**src/rtl/priority_task_list_allocator_assert.svh**
```systemverilog
// Assertion macros for the allocator RTL
`ifndef PRIORITY_TASK_LIST_ALLOCATOR_ASSERT_SVH
`define PRIORITY_TASK_LIST_ALLOCATOR_ASSERT_SVH

// Same-cycle implication, sampled on clk_i, off during reset
`define PTLA_ASSERT_IMP(lbl, ante, cons) \
  lbl: assert property (@(posedge clk_i) disable iff (!rst_ni) (ante) |-> (cons)) \
    else $error("ptla: check failed");

// Next-cycle implication, sampled on clk_i, off during reset
`define PTLA_ASSERT_NEXT(lbl, ante, cons) \
  lbl: assert property (@(posedge clk_i) disable iff (!rst_ni) (ante) |=> (cons)) \
    else $error("ptla: check failed");

`endif

```
**src/rtl/ptla_pkg.sv**
```systemverilog
// Shared constants, codes and control types of the task list allocator
package ptla_pkg;

  localparam int unsigned ARENA_BYTES = 16384;
  localparam int unsigned MAX_TASKS   = 32;
  localparam int unsigned SLOT_W      = 5;
  localparam int unsigned OFS_W       = 14;
  localparam int unsigned FP_W        = 15;
  localparam int unsigned CNT_W       = 6;
  localparam int unsigned PRIO_W      = 32;
  localparam int unsigned OP_W        = 3;
  localparam int unsigned THR_W       = 15;
  localparam int unsigned THR_RESET   = 256;

  // Operation codes
  localparam logic [OP_W-1:0] OP_CREATE = 3'd0;
  localparam logic [OP_W-1:0] OP_REMOVE = 3'd1;
  localparam logic [OP_W-1:0] OP_SETPRI = 3'd2;
  localparam logic [OP_W-1:0] OP_RUN    = 3'd3;
  localparam logic [OP_W-1:0] OP_KEEP   = 3'd4;
  localparam logic [OP_W-1:0] OP_CLEAR  = 3'd5;

  // Result kinds
  localparam logic [1:0] KIND_RESP  = 2'd0;
  localparam logic [1:0] KIND_RUN   = 2'd1;
  localparam logic [1:0] KIND_RELOC = 2'd2;

  // Status codes
  localparam logic [2:0] ST_OK      = 3'd0;
  localparam logic [2:0] ST_NOSPACE = 3'd1;
  localparam logic [2:0] ST_NOSLOT  = 3'd2;
  localparam logic [2:0] ST_NOTUSED = 3'd3;
  localparam logic [2:0] ST_EMPTY   = 3'd4;

  // Read address select
  localparam logic [1:0] RD_SLOT = 2'd0;
  localparam logic [1:0] RD_CUR  = 2'd1;
  localparam logic [1:0] RD_BEST = 2'd2;

  // Result field source
  localparam logic [1:0] SRC_ZERO  = 2'd0;
  localparam logic [1:0] SRC_READ  = 2'd1;
  localparam logic [1:0] SRC_RELOC = 2'd2;

  // Datapath commands, one cycle each
  typedef struct packed {
    logic       latch;
    logic [1:0] rd_sel;
    logic       alloc;
    logic       kill;
    logic       set_prio;
    logic       unlink;
    logic       ins_empty;
    logic       keep_one;
    logic       clear;
    logic       walk_start;
    logic       walk_step;
    logic       link_a;
    logic       link_b;
    logic       run_next;
    logic       cmp_init;
    logic       scan_step;
    logic       place;
    logic       cmp_end;
    logic       emit;
    logic [1:0] emit_kind;
    logic [2:0] emit_status;
    logic [1:0] emit_src;
    logic       finish;
  } cmd_t;

  // Datapath status
  typedef struct packed {
    logic [OP_W-1:0] op;
    logic            slot_live;
    logic            nospace;
    logic            nofree;
    logic            nonempty;
    logic            alone;
    logic            walk_done;
    logic            run_wrap;
    logic            need_compact;
    logic            scan_end;
    logic            found;
    logic            moved;
    logic            out_free;
    logic            hold_valid;
  } sts_t;

  // One result item
  typedef struct packed {
    logic [1:0]        kind;
    logic [2:0]        status;
    logic [SLOT_W-1:0] task_slot;
    logic [OFS_W-1:0]  block_offset;
    logic [OFS_W-1:0]  old_offset;
    logic [OFS_W-1:0]  block_size;
    logic [FP_W-1:0]   bytes_in_use;
    logic [CNT_W-1:0]  task_count;
    logic              last;
  } rec_t;

endpackage

```
**src/rtl/ptla_dp.sv**
```systemverilog
// Datapath: slot tables, list links, bump pointer, compaction scan, result staging
module ptla_dp (
  input  logic                          clk_i,
  input  logic                          rst_ni,
  input  logic [ptla_pkg::OP_W-1:0]     op_i,
  input  logic [ptla_pkg::SLOT_W-1:0]   slot_i,
  input  logic [ptla_pkg::OFS_W-1:0]    size_bytes_i,
  input  logic signed [ptla_pkg::PRIO_W-1:0] priority_req_i,
  input  logic [ptla_pkg::THR_W-1:0]    thr_i,
  input  ptla_pkg::cmd_t                cmd_i,
  output ptla_pkg::sts_t                sts_o,
  input  logic                          out_ready_i,
  output logic                          out_valid_o,
  output ptla_pkg::rec_t                out_rec_o
);
  import ptla_pkg::*;

  // Slot tables
  logic [PRIO_W-1:0] prio_q [MAX_TASKS];
  logic [OFS_W-1:0]  size_q [MAX_TASKS];
  logic [OFS_W-1:0]  ofs_q  [MAX_TASKS];
  logic [SLOT_W-1:0] next_q [MAX_TASKS];
  logic [SLOT_W-1:0] prev_q [MAX_TASKS];
  logic [MAX_TASKS-1:0] live_q;
  logic [MAX_TASKS-1:0] done_q;

  // Item and walk registers
  logic [OP_W-1:0]   op_q;
  logic [SLOT_W-1:0] slot_q;
  logic [OFS_W-1:0]  req_size_q;
  logic [PRIO_W-1:0] req_prio_q;
  logic [SLOT_W-1:0] cur_q;
  logic [SLOT_W-1:0] ins_prev_q;
  logic [SLOT_W-1:0] ins_next_q;
  logic [SLOT_W-1:0] best_q;
  logic [OFS_W-1:0]  best_ofs_q;
  logic              found_q;
  logic [FP_W-1:0]   dest_q;

  // Global state
  logic [SLOT_W-1:0] head_q;
  logic              nonempty_q;
  logic [FP_W-1:0]   fp_q;
  logic [FP_W-1:0]   bytes_q;
  logic [CNT_W-1:0]  count_q;

  // Result staging
  rec_t hold_q;
  logic hold_valid_q;
  rec_t out_q;
  logic out_valid_q;

  logic [SLOT_W-1:0] raddr;
  logic [PRIO_W-1:0] rd_prio;
  logic [OFS_W-1:0]  rd_size;
  logic [OFS_W-1:0]  rd_ofs;
  logic [SLOT_W-1:0] rd_next;
  logic [SLOT_W-1:0] rd_prev;
  logic [SLOT_W-1:0] free_slot;
  logic              nofree;
  logic [FP_W:0]     fp_sum;
  logic [FP_W:0]     room;
  logic              less;
  logic              nxt_head;
  logic              cand;
  logic              moved;
  logic              out_free;
  logic              push;
  rec_t              rec_new;

  // Select the shared read address
  always_comb begin
    case (cmd_i.rd_sel)
      RD_CUR:  raddr = cur_q;
      RD_BEST: raddr = best_q;
      default: raddr = slot_q;
    endcase
  end

  assign rd_prio = prio_q[raddr];
  assign rd_size = size_q[raddr];
  assign rd_ofs  = ofs_q[raddr];
  assign rd_next = next_q[raddr];
  assign rd_prev = prev_q[raddr];

  // Find the lowest dead slot
  always_comb begin
    free_slot = '0;
    nofree    = 1'b1;
    for (int i = MAX_TASKS - 1; i >= 0; i--) begin
      if (!live_q[i]) begin
        free_slot = SLOT_W'(i);
        nofree    = 1'b0;
      end
    end
  end

  assign fp_sum   = {1'b0, fp_q} + (FP_W + 1)'(req_size_q);
  assign room     = (FP_W + 1)'(ARENA_BYTES) - {1'b0, fp_q};
  assign less     = $signed(req_prio_q) < $signed(rd_prio);
  assign nxt_head = (rd_next == head_q);
  assign cand     = live_q[cur_q] && !done_q[cur_q] && (!found_q || rd_ofs < best_ofs_q);
  assign moved    = (rd_ofs != dest_q[OFS_W-1:0]);
  assign out_free = !out_valid_q || out_ready_i;
  assign push     = (cmd_i.emit && hold_valid_q) || cmd_i.finish;

  // Status to the controller
  always_comb begin
    sts_o.op           = op_q;
    sts_o.slot_live    = live_q[slot_q];
    sts_o.nospace      = (req_size_q == '0) || (fp_sum >= (FP_W + 1)'(ARENA_BYTES));
    sts_o.nofree       = nofree;
    sts_o.nonempty     = nonempty_q;
    sts_o.alone        = (slot_q == head_q) && (rd_next == slot_q);
    sts_o.walk_done    = less || nxt_head;
    sts_o.run_wrap     = nxt_head;
    sts_o.need_compact = room < (FP_W + 1)'(thr_i);
    sts_o.scan_end     = (cur_q == SLOT_W'(MAX_TASKS - 1));
    sts_o.found        = found_q;
    sts_o.moved        = moved;
    sts_o.out_free     = out_free;
    sts_o.hold_valid   = hold_valid_q;
  end

  // Build the next result record
  always_comb begin
    rec_new              = '0;
    rec_new.kind         = cmd_i.emit_kind;
    rec_new.status       = cmd_i.emit_status;
    rec_new.bytes_in_use = bytes_q;
    rec_new.task_count   = count_q;
    case (cmd_i.emit_src)
      SRC_READ: begin
        rec_new.task_slot    = raddr;
        rec_new.block_offset = rd_ofs;
        rec_new.block_size   = rd_size;
      end
      SRC_RELOC: begin
        rec_new.task_slot    = raddr;
        rec_new.block_offset = dest_q[OFS_W-1:0];
        rec_new.old_offset   = rd_ofs;
        rec_new.block_size   = rd_size;
      end
      default: ;
    endcase
  end

  // Hold item fields and walk pointers
  always_ff @(posedge clk_i) begin
    if (cmd_i.latch) begin
      op_q       <= op_i;
      slot_q     <= slot_i;
      req_size_q <= size_bytes_i;
      req_prio_q <= priority_req_i;
    end else if (cmd_i.alloc) begin
      slot_q <= free_slot;
    end
    if (cmd_i.walk_start) begin
      cur_q <= head_q;
    end else if (cmd_i.walk_step && !less && !nxt_head) begin
      cur_q <= rd_next;
    end else if (cmd_i.run_next) begin
      cur_q <= rd_next;
    end else if (cmd_i.cmp_init || cmd_i.place) begin
      cur_q <= '0;
    end else if (cmd_i.scan_step) begin
      cur_q <= cur_q + SLOT_W'(1);
    end
    if (cmd_i.walk_step && less) begin
      ins_prev_q <= rd_prev;
      ins_next_q <= cur_q;
    end else if (cmd_i.walk_step && nxt_head) begin
      ins_prev_q <= cur_q;
      ins_next_q <= rd_next;
    end
    if (cmd_i.scan_step && cand) begin
      best_q     <= cur_q;
      best_ofs_q <= rd_ofs;
    end
    if (cmd_i.cmp_init) begin
      dest_q <= '0;
      done_q <= '0;
    end else if (cmd_i.place) begin
      dest_q         <= dest_q + FP_W'(rd_size);
      done_q[best_q] <= 1'b1;
    end
  end

  // Write the slot tables
  always_ff @(posedge clk_i) begin
    if (cmd_i.alloc) begin
      size_q[free_slot] <= req_size_q;
      ofs_q[free_slot]  <= fp_q[OFS_W-1:0];
      prio_q[free_slot] <= req_prio_q;
    end else if (cmd_i.set_prio) begin
      prio_q[slot_q] <= req_prio_q;
    end else if (cmd_i.place && moved) begin
      ofs_q[best_q] <= dest_q[OFS_W-1:0];
    end
    if (cmd_i.unlink && !(slot_q == head_q && rd_next == slot_q)) begin
      next_q[rd_prev] <= rd_next;
      prev_q[rd_next] <= rd_prev;
    end else if (cmd_i.ins_empty) begin
      next_q[slot_q] <= slot_q;
      prev_q[slot_q] <= slot_q;
    end else if (cmd_i.link_a) begin
      next_q[slot_q] <= ins_next_q;
      prev_q[slot_q] <= ins_prev_q;
    end else if (cmd_i.link_b) begin
      next_q[ins_prev_q] <= slot_q;
      prev_q[ins_next_q] <= slot_q;
    end
  end

  // Update list head, counters and live bits
  always_ff @(posedge clk_i or negedge rst_ni) begin
    if (!rst_ni) begin
      live_q     <= '0;
      head_q     <= '0;
      nonempty_q <= 1'b0;
      fp_q       <= '0;
      bytes_q    <= '0;
      count_q    <= '0;
      found_q    <= 1'b0;
    end else begin
      if (cmd_i.alloc) begin
        live_q[free_slot] <= 1'b1;
        fp_q              <= fp_sum[FP_W-1:0];
        bytes_q           <= bytes_q + FP_W'(req_size_q);
        count_q           <= count_q + CNT_W'(1);
      end else if (cmd_i.kill) begin
        live_q[slot_q] <= 1'b0;
        bytes_q        <= bytes_q - FP_W'(rd_size);
        count_q        <= count_q - CNT_W'(1);
      end else if (cmd_i.keep_one) begin
        live_q  <= MAX_TASKS'(1) << slot_q;
        bytes_q <= FP_W'(rd_size);
        count_q <= CNT_W'(1);
      end else if (cmd_i.clear) begin
        live_q  <= '0;
        fp_q    <= '0;
        bytes_q <= '0;
        count_q <= '0;
      end else if (cmd_i.cmp_end) begin
        fp_q <= dest_q;
      end
      if (cmd_i.unlink) begin
        if (slot_q == head_q && rd_next == slot_q) begin
          nonempty_q <= 1'b0;
        end else if (slot_q == head_q) begin
          head_q <= rd_next;
        end
      end else if (cmd_i.ins_empty) begin
        head_q     <= slot_q;
        nonempty_q <= 1'b1;
      end else if (cmd_i.walk_step && less && cur_q == head_q) begin
        head_q <= slot_q;
      end else if (cmd_i.clear) begin
        head_q     <= '0;
        nonempty_q <= 1'b0;
      end
      if (cmd_i.cmp_init || cmd_i.place) begin
        found_q <= 1'b0;
      end else if (cmd_i.scan_step && cand) begin
        found_q <= 1'b1;
      end
    end
  end

  // Stage results: hold the newest, transfer the older one out
  always_ff @(posedge clk_i or negedge rst_ni) begin
    if (!rst_ni) begin
      hold_valid_q <= 1'b0;
      out_valid_q  <= 1'b0;
    end else begin
      if (cmd_i.emit) begin
        hold_valid_q <= 1'b1;
      end else if (cmd_i.finish) begin
        hold_valid_q <= 1'b0;
      end
      if (push) begin
        out_valid_q <= 1'b1;
      end else if (out_ready_i) begin
        out_valid_q <= 1'b0;
      end
    end
  end

  always_ff @(posedge clk_i) begin
    if (cmd_i.emit) begin
      hold_q <= rec_new;
    end
    // Mark the final result of the item
    if (cmd_i.finish) begin
      out_q <= {hold_q[$bits(rec_t)-1:1], 1'b1};
    end else if (push) begin
      out_q <= hold_q;
    end
  end

  assign out_valid_o = out_valid_q;
  assign out_rec_o   = out_q;

endmodule

```
**src/rtl/ptla_ctrl.sv**
```systemverilog
// Controller: sequences each operation over the datapath
module ptla_ctrl (
  input  logic           clk_i,
  input  logic           rst_ni,
  input  logic           in_valid_i,
  output logic           in_ready_o,
  input  ptla_pkg::sts_t sts_i,
  output ptla_pkg::cmd_t cmd_o
);
  import ptla_pkg::*;

  localparam logic [4:0] S_IDLE      = 5'd0;
  localparam logic [4:0] S_DISP      = 5'd1;
  localparam logic [4:0] S_RESP_ERR  = 5'd2;
  localparam logic [4:0] S_RESP_ZERO = 5'd3;
  localparam logic [4:0] S_RESP_OK   = 5'd4;
  localparam logic [4:0] S_FIN       = 5'd5;
  localparam logic [4:0] S_UNLINK    = 5'd6;
  localparam logic [4:0] S_SP_CHK    = 5'd7;
  localparam logic [4:0] S_INS_CHK   = 5'd8;
  localparam logic [4:0] S_WALK      = 5'd9;
  localparam logic [4:0] S_LINK_A    = 5'd10;
  localparam logic [4:0] S_LINK_B    = 5'd11;
  localparam logic [4:0] S_RUN_EMIT  = 5'd12;
  localparam logic [4:0] S_CMP_CHK   = 5'd13;
  localparam logic [4:0] S_SCAN      = 5'd14;
  localparam logic [4:0] S_PICK      = 5'd15;
  localparam logic [4:0] S_RUN_END   = 5'd16;

  logic [4:0] state_q, state_d;
  logic [2:0] err_q, err_d;

  assign in_ready_o = (state_q == S_IDLE);

  // Next state and commands
  always_comb begin
    state_d = state_q;
    err_d   = err_q;
    cmd_o   = '0;
    cmd_o.rd_sel = RD_SLOT;
    case (state_q)
      S_IDLE: begin
        if (in_valid_i) begin
          cmd_o.latch = 1'b1;
          state_d     = S_DISP;
        end
      end
      S_DISP: begin
        case (sts_i.op)
          OP_CREATE: begin
            if (sts_i.nospace) begin
              err_d   = ST_NOSPACE;
              state_d = S_RESP_ERR;
            end else if (sts_i.nofree) begin
              err_d   = ST_NOSLOT;
              state_d = S_RESP_ERR;
            end else begin
              cmd_o.alloc = 1'b1;
              state_d     = S_INS_CHK;
            end
          end
          OP_REMOVE: begin
            if (!sts_i.slot_live) begin
              err_d   = ST_NOTUSED;
              state_d = S_RESP_ERR;
            end else begin
              cmd_o.kill = 1'b1;
              state_d    = S_UNLINK;
            end
          end
          OP_SETPRI: begin
            if (!sts_i.slot_live) begin
              err_d   = ST_NOTUSED;
              state_d = S_RESP_ERR;
            end else begin
              cmd_o.set_prio = 1'b1;
              state_d        = S_SP_CHK;
            end
          end
          OP_RUN: begin
            if (sts_i.nonempty) begin
              cmd_o.walk_start = 1'b1;
              state_d          = S_RUN_EMIT;
            end else begin
              state_d = S_CMP_CHK;
            end
          end
          OP_KEEP: begin
            if (!sts_i.slot_live) begin
              err_d   = ST_NOTUSED;
              state_d = S_RESP_ERR;
            end else begin
              cmd_o.keep_one  = 1'b1;
              cmd_o.ins_empty = 1'b1;
              state_d         = S_RESP_OK;
            end
          end
          OP_CLEAR: begin
            cmd_o.clear = 1'b1;
            state_d     = S_RESP_ZERO;
          end
          default: state_d = S_RESP_ZERO;
        endcase
      end
      S_UNLINK: begin
        cmd_o.unlink = 1'b1;
        state_d      = (sts_i.op == OP_REMOVE) ? S_RESP_OK : S_INS_CHK;
      end
      S_SP_CHK: begin
        state_d = sts_i.alone ? S_RESP_OK : S_UNLINK;
      end
      S_INS_CHK: begin
        if (!sts_i.nonempty) begin
          cmd_o.ins_empty = 1'b1;
          state_d         = S_RESP_OK;
        end else begin
          cmd_o.walk_start = 1'b1;
          state_d          = S_WALK;
        end
      end
      S_WALK: begin
        cmd_o.rd_sel    = RD_CUR;
        cmd_o.walk_step = 1'b1;
        if (sts_i.walk_done) begin
          state_d = S_LINK_A;
        end
      end
      S_LINK_A: begin
        cmd_o.link_a = 1'b1;
        state_d      = S_LINK_B;
      end
      S_LINK_B: begin
        cmd_o.link_b = 1'b1;
        state_d      = S_RESP_OK;
      end
      S_RUN_EMIT: begin
        cmd_o.rd_sel = RD_CUR;
        if (sts_i.out_free) begin
          cmd_o.emit      = 1'b1;
          cmd_o.emit_kind = KIND_RUN;
          cmd_o.emit_src  = SRC_READ;
          cmd_o.run_next  = 1'b1;
          if (sts_i.run_wrap) begin
            state_d = S_CMP_CHK;
          end
        end
      end
      S_CMP_CHK: begin
        if (sts_i.need_compact) begin
          cmd_o.cmp_init = 1'b1;
          state_d        = S_SCAN;
        end else begin
          state_d = S_RUN_END;
        end
      end
      S_SCAN: begin
        cmd_o.rd_sel    = RD_CUR;
        cmd_o.scan_step = 1'b1;
        if (sts_i.scan_end) begin
          state_d = S_PICK;
        end
      end
      S_PICK: begin
        cmd_o.rd_sel = RD_BEST;
        if (!sts_i.found) begin
          cmd_o.cmp_end = 1'b1;
          state_d       = S_RUN_END;
        end else if (!sts_i.moved) begin
          cmd_o.place = 1'b1;
          state_d     = S_SCAN;
        end else if (sts_i.out_free) begin
          cmd_o.place     = 1'b1;
          cmd_o.emit      = 1'b1;
          cmd_o.emit_kind = KIND_RELOC;
          cmd_o.emit_src  = SRC_RELOC;
          state_d         = S_SCAN;
        end
      end
      S_RUN_END: begin
        if (sts_i.hold_valid) begin
          state_d = S_FIN;
        end else begin
          err_d   = ST_EMPTY;
          state_d = S_RESP_ERR;
        end
      end
      S_RESP_ERR: begin
        if (sts_i.out_free) begin
          cmd_o.emit        = 1'b1;
          cmd_o.emit_kind   = KIND_RESP;
          cmd_o.emit_status = err_q;
          cmd_o.emit_src    = SRC_ZERO;
          state_d           = S_FIN;
        end
      end
      S_RESP_ZERO: begin
        if (sts_i.out_free) begin
          cmd_o.emit      = 1'b1;
          cmd_o.emit_kind = KIND_RESP;
          cmd_o.emit_src  = SRC_ZERO;
          state_d         = S_FIN;
        end
      end
      S_RESP_OK: begin
        if (sts_i.out_free) begin
          cmd_o.emit      = 1'b1;
          cmd_o.emit_kind = KIND_RESP;
          cmd_o.emit_src  = SRC_READ;
          state_d         = S_FIN;
        end
      end
      S_FIN: begin
        if (sts_i.out_free) begin
          cmd_o.finish = 1'b1;
          state_d      = S_IDLE;
        end
      end
      default: state_d = S_IDLE;
    endcase
  end

  always_ff @(posedge clk_i or negedge rst_ni) begin
    if (!rst_ni) begin
      state_q <= S_IDLE;
      err_q   <= ST_OK;
    end else begin
      state_q <= state_d;
      err_q   <= err_d;
    end
  end

endmodule

```
**src/rtl/priority_task_list_allocator.sv**
```systemverilog
// Create and set priority walk the list from the head to find the insertion point (set priority
// leaves the only task in place); create into an empty list does not walk. Run emits each live
// task in list order and, if the free room is below the threshold, compacts with repeated
// address scans over all slots. A stalled output holds any operation that waits to emit.
// One item at a time: the next transfer is taken once the controller is back in idle after the last result is staged.
// Reset clears list, counters and live bits at once; threshold resets to 256.
module priority_task_list_allocator (
  input  logic                               clk_i,
  input  logic                               rst_ni,
  input  logic                               in_valid_i,
  output logic                               in_ready_o,
  input  logic [ptla_pkg::OP_W-1:0]          op_i,
  input  logic [ptla_pkg::SLOT_W-1:0]        slot_i,
  input  logic [ptla_pkg::OFS_W-1:0]         size_bytes_i,
  input  logic signed [ptla_pkg::PRIO_W-1:0] priority_req_i,
  output logic                               out_valid_o,
  input  logic                               out_ready_i,
  output logic [1:0]                         kind_o,
  output logic [2:0]                         status_o,
  output logic [ptla_pkg::SLOT_W-1:0]        task_slot_o,
  output logic [ptla_pkg::OFS_W-1:0]         block_offset_o,
  output logic [ptla_pkg::OFS_W-1:0]         old_offset_o,
  output logic [ptla_pkg::OFS_W-1:0]         block_size_o,
  output logic [ptla_pkg::FP_W-1:0]          bytes_in_use_o,
  output logic [ptla_pkg::CNT_W-1:0]         task_count_o,
  output logic                               last_o,
  input  logic                               psel,
  input  logic                               penable,
  input  logic                               pwrite,
  input  logic [2:0]                         paddr,
  input  logic [31:0]                        pwdata,
  output logic [31:0]                        prdata,
  output logic                               pready
);
  import ptla_pkg::*;
`include "priority_task_list_allocator_assert.svh"

  logic [THR_W-1:0] thr_q;
  cmd_t cmd;
  sts_t sts;
  rec_t rec;

  // Write the compaction threshold on an APB write with paddr[2] low
  always_ff @(posedge clk_i or negedge rst_ni) begin
    if (!rst_ni) begin
      thr_q <= THR_W'(THR_RESET);
    end else if (psel && penable && pwrite && !paddr[2]) begin
      thr_q <= pwdata[THR_W-1:0];
    end
  end

  assign pready = 1'b1;
  assign prdata = paddr[2] ? 32'd0 : {{(32 - THR_W){1'b0}}, thr_q};

  ptla_ctrl u_ctrl (
    .clk_i      (clk_i),
    .rst_ni     (rst_ni),
    .in_valid_i (in_valid_i),
    .in_ready_o (in_ready_o),
    .sts_i      (sts),
    .cmd_o      (cmd)
  );

  ptla_dp u_dp (
    .clk_i          (clk_i),
    .rst_ni         (rst_ni),
    .op_i           (op_i),
    .slot_i         (slot_i),
    .size_bytes_i   (size_bytes_i),
    .priority_req_i (priority_req_i),
    .thr_i          (thr_q),
    .cmd_i          (cmd),
    .sts_o          (sts),
    .out_ready_i    (out_ready_i),
    .out_valid_o    (out_valid_o),
    .out_rec_o      (rec)
  );

  assign kind_o         = rec.kind;
  assign status_o       = rec.status;
  assign task_slot_o    = rec.task_slot;
  assign block_offset_o = rec.block_offset;
  assign old_offset_o   = rec.old_offset;
  assign block_size_o   = rec.block_size;
  assign bytes_in_use_o = rec.bytes_in_use;
  assign task_count_o   = rec.task_count;
  assign last_o         = rec.last;

  `PTLA_ASSERT_IMP(a_reloc_moves, out_valid_o && kind_o == KIND_RELOC, old_offset_o != block_offset_o)
  `PTLA_ASSERT_IMP(a_count_max, out_valid_o, task_count_o <= CNT_W'(MAX_TASKS))
  `PTLA_ASSERT_IMP(a_bytes_max, out_valid_o, bytes_in_use_o < FP_W'(ARENA_BYTES))
  `PTLA_ASSERT_NEXT(a_busy_after_accept, in_valid_i && in_ready_o, !in_ready_o)

endmodule
```
**config.mk**
```make
export PLATFORM = sky130hd
export DESIGN_NAME = priority_task_list_allocator
export DESIGN_NICKNAME = d
export VERILOG_FILES = /design/src/rtl/ptla_pkg.sv /design/src/rtl/ptla_dp.sv /design/src/rtl/ptla_ctrl.sv /design/src/rtl/priority_task_list_allocator.sv
export VERILOG_INCLUDE_DIRS = /design/src /design/src/rtl
export SDC_FILE = /design/constraint.sdc
export NUM_CORES = 2
export LEC_CHECK = 0
export CAP_MARGIN = 25
export CORE_ASPECT_RATIO = 0.6
export CORE_MARGIN = 2
export CORE_UTILIZATION = 57
export CTS_BUF_LIST = sky130_fd_sc_hd__clkbuf_8
export DETAILED_ROUTE_END_ITERATION = 7
export DONT_BUFFER_PORTS = 1
export GPL_TIMING_DRIVEN = 0
export PLACE_DENSITY_LB_ADDON = 0.3
export SYNTH_ARGS = -nofsm -noshare
export SYNTH_HDL_FRONTEND = slang
export SYNTH_SLANG_ARGS = --single-unit
```
**constraint.sdc**
```tcl
create_clock -name clk_i -period 15.9 [get_ports clk_i]
set_input_delay 0.795 -clock clk_i [delete_from_list [all_inputs] [get_ports clk_i]]
set_output_delay 0.795 -clock clk_i [all_outputs]
set_load 0.02 [all_outputs]
```
==> out/qor.csv <==
metric,value,unit
Detail Route Antenna Nets,0,
GRT Total Usage,35.1,%
die extent in x,571,um
TNS Setup,0,ns
kind of critical path,flip-flop to flip-flop,
min Tclk post-route,14.50,ns
"Distinct cells, synth",98,
Slew Limit Fails,0,
slew of the pin with the lowest slew margin,1.43,ns
Post-Route WL,349,mm
drt pass-1 iters,8,
core area,0.191,mm^2
setup repair bufs after CTS,0,
DRC,0,
LEAKAGE,42.9,nW
GRT overflow,0,
CTS tree,built,
1st-iter DRT viols,13100,
routed via count,71800,
Layout Utilization,65.6,%
Syn Inst Count,6979,
slowest cell delay on critical path,0.84,ns
"Clk Latency, worst-skew pair",1.03,ns
vias per inst,6.80,
# rows,124,
Clock Path Buffers,4,
"most used cell, CP",buf_2,
unrepaired setup endpoints after global routing,false,
worst r2r path cells,38,
Max-slew headroom,4.83,%
"IR drop worst, VDD",0.153,mV
vias in the first global route,66500,
I/O Buffers,0,
final period utilization,91.2,%
Crit. End Element,flip-flop,
"FF+latch count, synth",2622,
Overall Power,0.0246,W
CP Launch Type,flip-flop,
area grow syn2layout,14.0,%
"most common cell after layout, fill and taps aside",edfxtp_1,
GPL Wtd Cong,1.04,
Clock transition at path regs,0.08,ns
largest net degree at the start of global routing,101,
layout cells sized above 1,19.6,%
Mapped Avg Cell Area,15.8,um^2
cts bufs inserted,374,
final hold vios,0,
ys flop type,edfxtp_1,
crit path capture,u_dp.cur_q[4]$_DFFE_PP_,
"Slowest-stage cell, CP",or4_1,
Worst R2R Setup Slack,1.40,ns
hold bufs inserted after CTS,67,
FMAX,69.0,MHz
Clk Tree Root Cell,clkbuf_8,
H-tree Lvls,5,
"Setup violations, final",0,
die area,0.197,mm^2
max-cap violations,0,
# resized after CTS,0,
Die Y,344,um
clock sink count,2622,
DR WL/cell,33.0,um
Critical Path Fanout Max,10,
Initial Util,57.5,%
RR Startpoint,u_ctrl.state_q[2]$_DFFE_PN0P_,
clk_skew,0.139,ns
initial antenna violation count,21,
PD cells,196,mW/mm^2
asr flop ratio synth,3.81,%
Mapped Area,0.110,mm^2
wire length of the first global-routing pass,486,mm
required time of the critical path,16.50,ns
boundary pin count,205,
Ys Warns,0,
reg2reg end,u_dp.cur_q[4]$_DFFE_PP_,
Post-synth EDFFs,2474,
Hold/Removal Path Class,input pin to flip-flop,
CP startpoint,u_ctrl.state_q[2]$_DFFE_PN0P_,
most frequent cells in the layout,"2474 x edfxtp_1, 871 x nand2_1, 448 x mux4_2, 383 x clkbuf_8, 332 x nor2_1",
DP HPWL,248,mm
sequential element share of the synthesized area,70.7,%
outcome,finished clean,
arrival time at the worst endpoint,15.10,ns
nets@finish,7901,
how the worst min path moves through the flow:
stage                            start                       end  slack, ns  depth (start not counted)
2_1_floorplan  u_dp.cur_q[3]$_DFFE_PP_  u_dp.best_q[3]$_DFFE_PP_       0.42                          0
3_3_place_gp   u_dp.cur_q[3]$_DFFE_PP_  u_dp.best_q[3]$_DFFE_PP_       0.43                          0
3_5_place_dp   u_dp.cur_q[2]$_DFFE_PP_  u_dp.best_q[2]$_DFFE_PP_       0.45                          0
4_1_cts                      slot_i[3]  u_dp.slot_q[3]$_DFFE_PP_      0.006                          2
5_1_grt                      slot_i[0]  u_dp.slot_q[0]$_DFFE_PP_       0.04                          2
6_report                     slot_i[3]  u_dp.slot_q[3]$_DFFE_PP_       0.05                          2
state kept, by name, summed over array words and instances (netlist names), 15 cells and up:
| name | cells |
|---|---|
| u_dp.bytes_q | 15 |
| u_dp.next_q | 160 |
| u_dp.prev_q | 160 |
| u_dp.prio_q | 1024 |
| thr_q | 15 |
| u_dp.size_q | 448 |
| u_dp.live_q | 32 |
| u_dp.hold_q | 73 |
| u_dp.fp_q | 15 |
| u_dp.dest_q | 15 |
| u_dp.done_q | 32 |
| u_dp.req_prio_q | 32 |
| u_dp.out_rec_o | 74 |
| u_dp.ofs_q | 448 |
where the power goes:
group,total [W],internal (W),switching [W],leakage (nW)
clock network,0.00509,0.00248,0.00261,3.90
registers,0.00905,0.00865,0.000397,24.1
logic,0.0104,0.00346,0.00699,14.9
total,0.0246,0.0146,0.0100,42.9
logic make-up after synthesis:
group	synth area share, %
compound gates	5.78
fa+ha+maj	1.48
mux	10.7
other cells	0.00683
buf+inv	2.39
xor+xnor	0.669
flops	70.7
simple gates	8.33
per-layer routing:
metal	share of wire [%]	GRT usage (%)	routed length, um
met1	40	54.6	138000
met2	39	44.3	135000
met3	19	15.9	65900
met4	2.8	9.12	9840
met5	0.028	0	98
cells in the mapped netlist (18+ instances only):
master,n,area [um^2]
mux2_2,48,541
a211oi_1,91,683
nand2_1,871,3270
and2_1,21,131
a21o_1,33,248
xor2_1,38,333
nor2b_1,34,213
mux4_2,448,10100
nand2b_1,26,163
a2111oi_0,18,158
o22ai_1,28,175
dfrtp_1,99,2480
a21oi_1,226,1130
buf_2,116,581
mux2i_1,105,1050
dfxtp_1,48,961
a22oi_1,36,270
a32o_1,38,380
xnor2_1,46,403
and3_1,140,876
nor2_1,373,1400
clkbuf_1,192,721
nand3_1,324,1620
edfxtp_1,2474,74300
a31oi_1,123,769
nor3_1,77,385
nor4_1,19,119
buf_4,67,503
inv_1,131,492
or3_1,22,138
o21ai_0,159,796
buf_1,48,180
ha_1,123,1540
nand4_1,29,181
a32oi_1,33,289
o221ai_1,21,184
cell type report:
type | count | area [um^2]
Antenna cell | 14 | 35.0
Buffer | 436 | 2130
Clock buffer | 383 | 5270
Clock inverter | 275 | 1550
Fill cell | 13000 | 65700
Inverter | 132 | 499
Multi-Input combinational cell | 3805 | 30300
Sequential cell | 2622 | 77800
Tap cell | 2583 | 3230
Timing Repair Buffer | 307 | 4580
metrics by stage:
stage | area (um^2) | hold WS, ns | cells | worst slack [ns]
2_1_floorplan | 110000 | 0.421 | 6995 | 7.42
3_3_place_gp | 113000 | 0.429 | 9578 | 0.570
3_5_place_dp | 117000 | 0.446 | 9777 | 2.11
4_1_cts | 125000 | 0.00573 | 10500 | 2.05
5_1_grt | 125000 | 0.0426 | 10500 | 1.26
6_report | 125000 | 0.0507 | 10600 | 1.40
worst max-delay path, delay by kind of cell, from the launching register on:
family	cells	cell delay (ns)
buffers and inverters	17	6.88
AO/OA/AOI/OAI	10	3.27
AND/OR/NAND/NOR	8	2.51
adder cells (fa/ha/maj)	2	0.69
flip-flops	1	0.45
XOR/XNOR	1	0.24
Power figures use the tool's default switching activity.
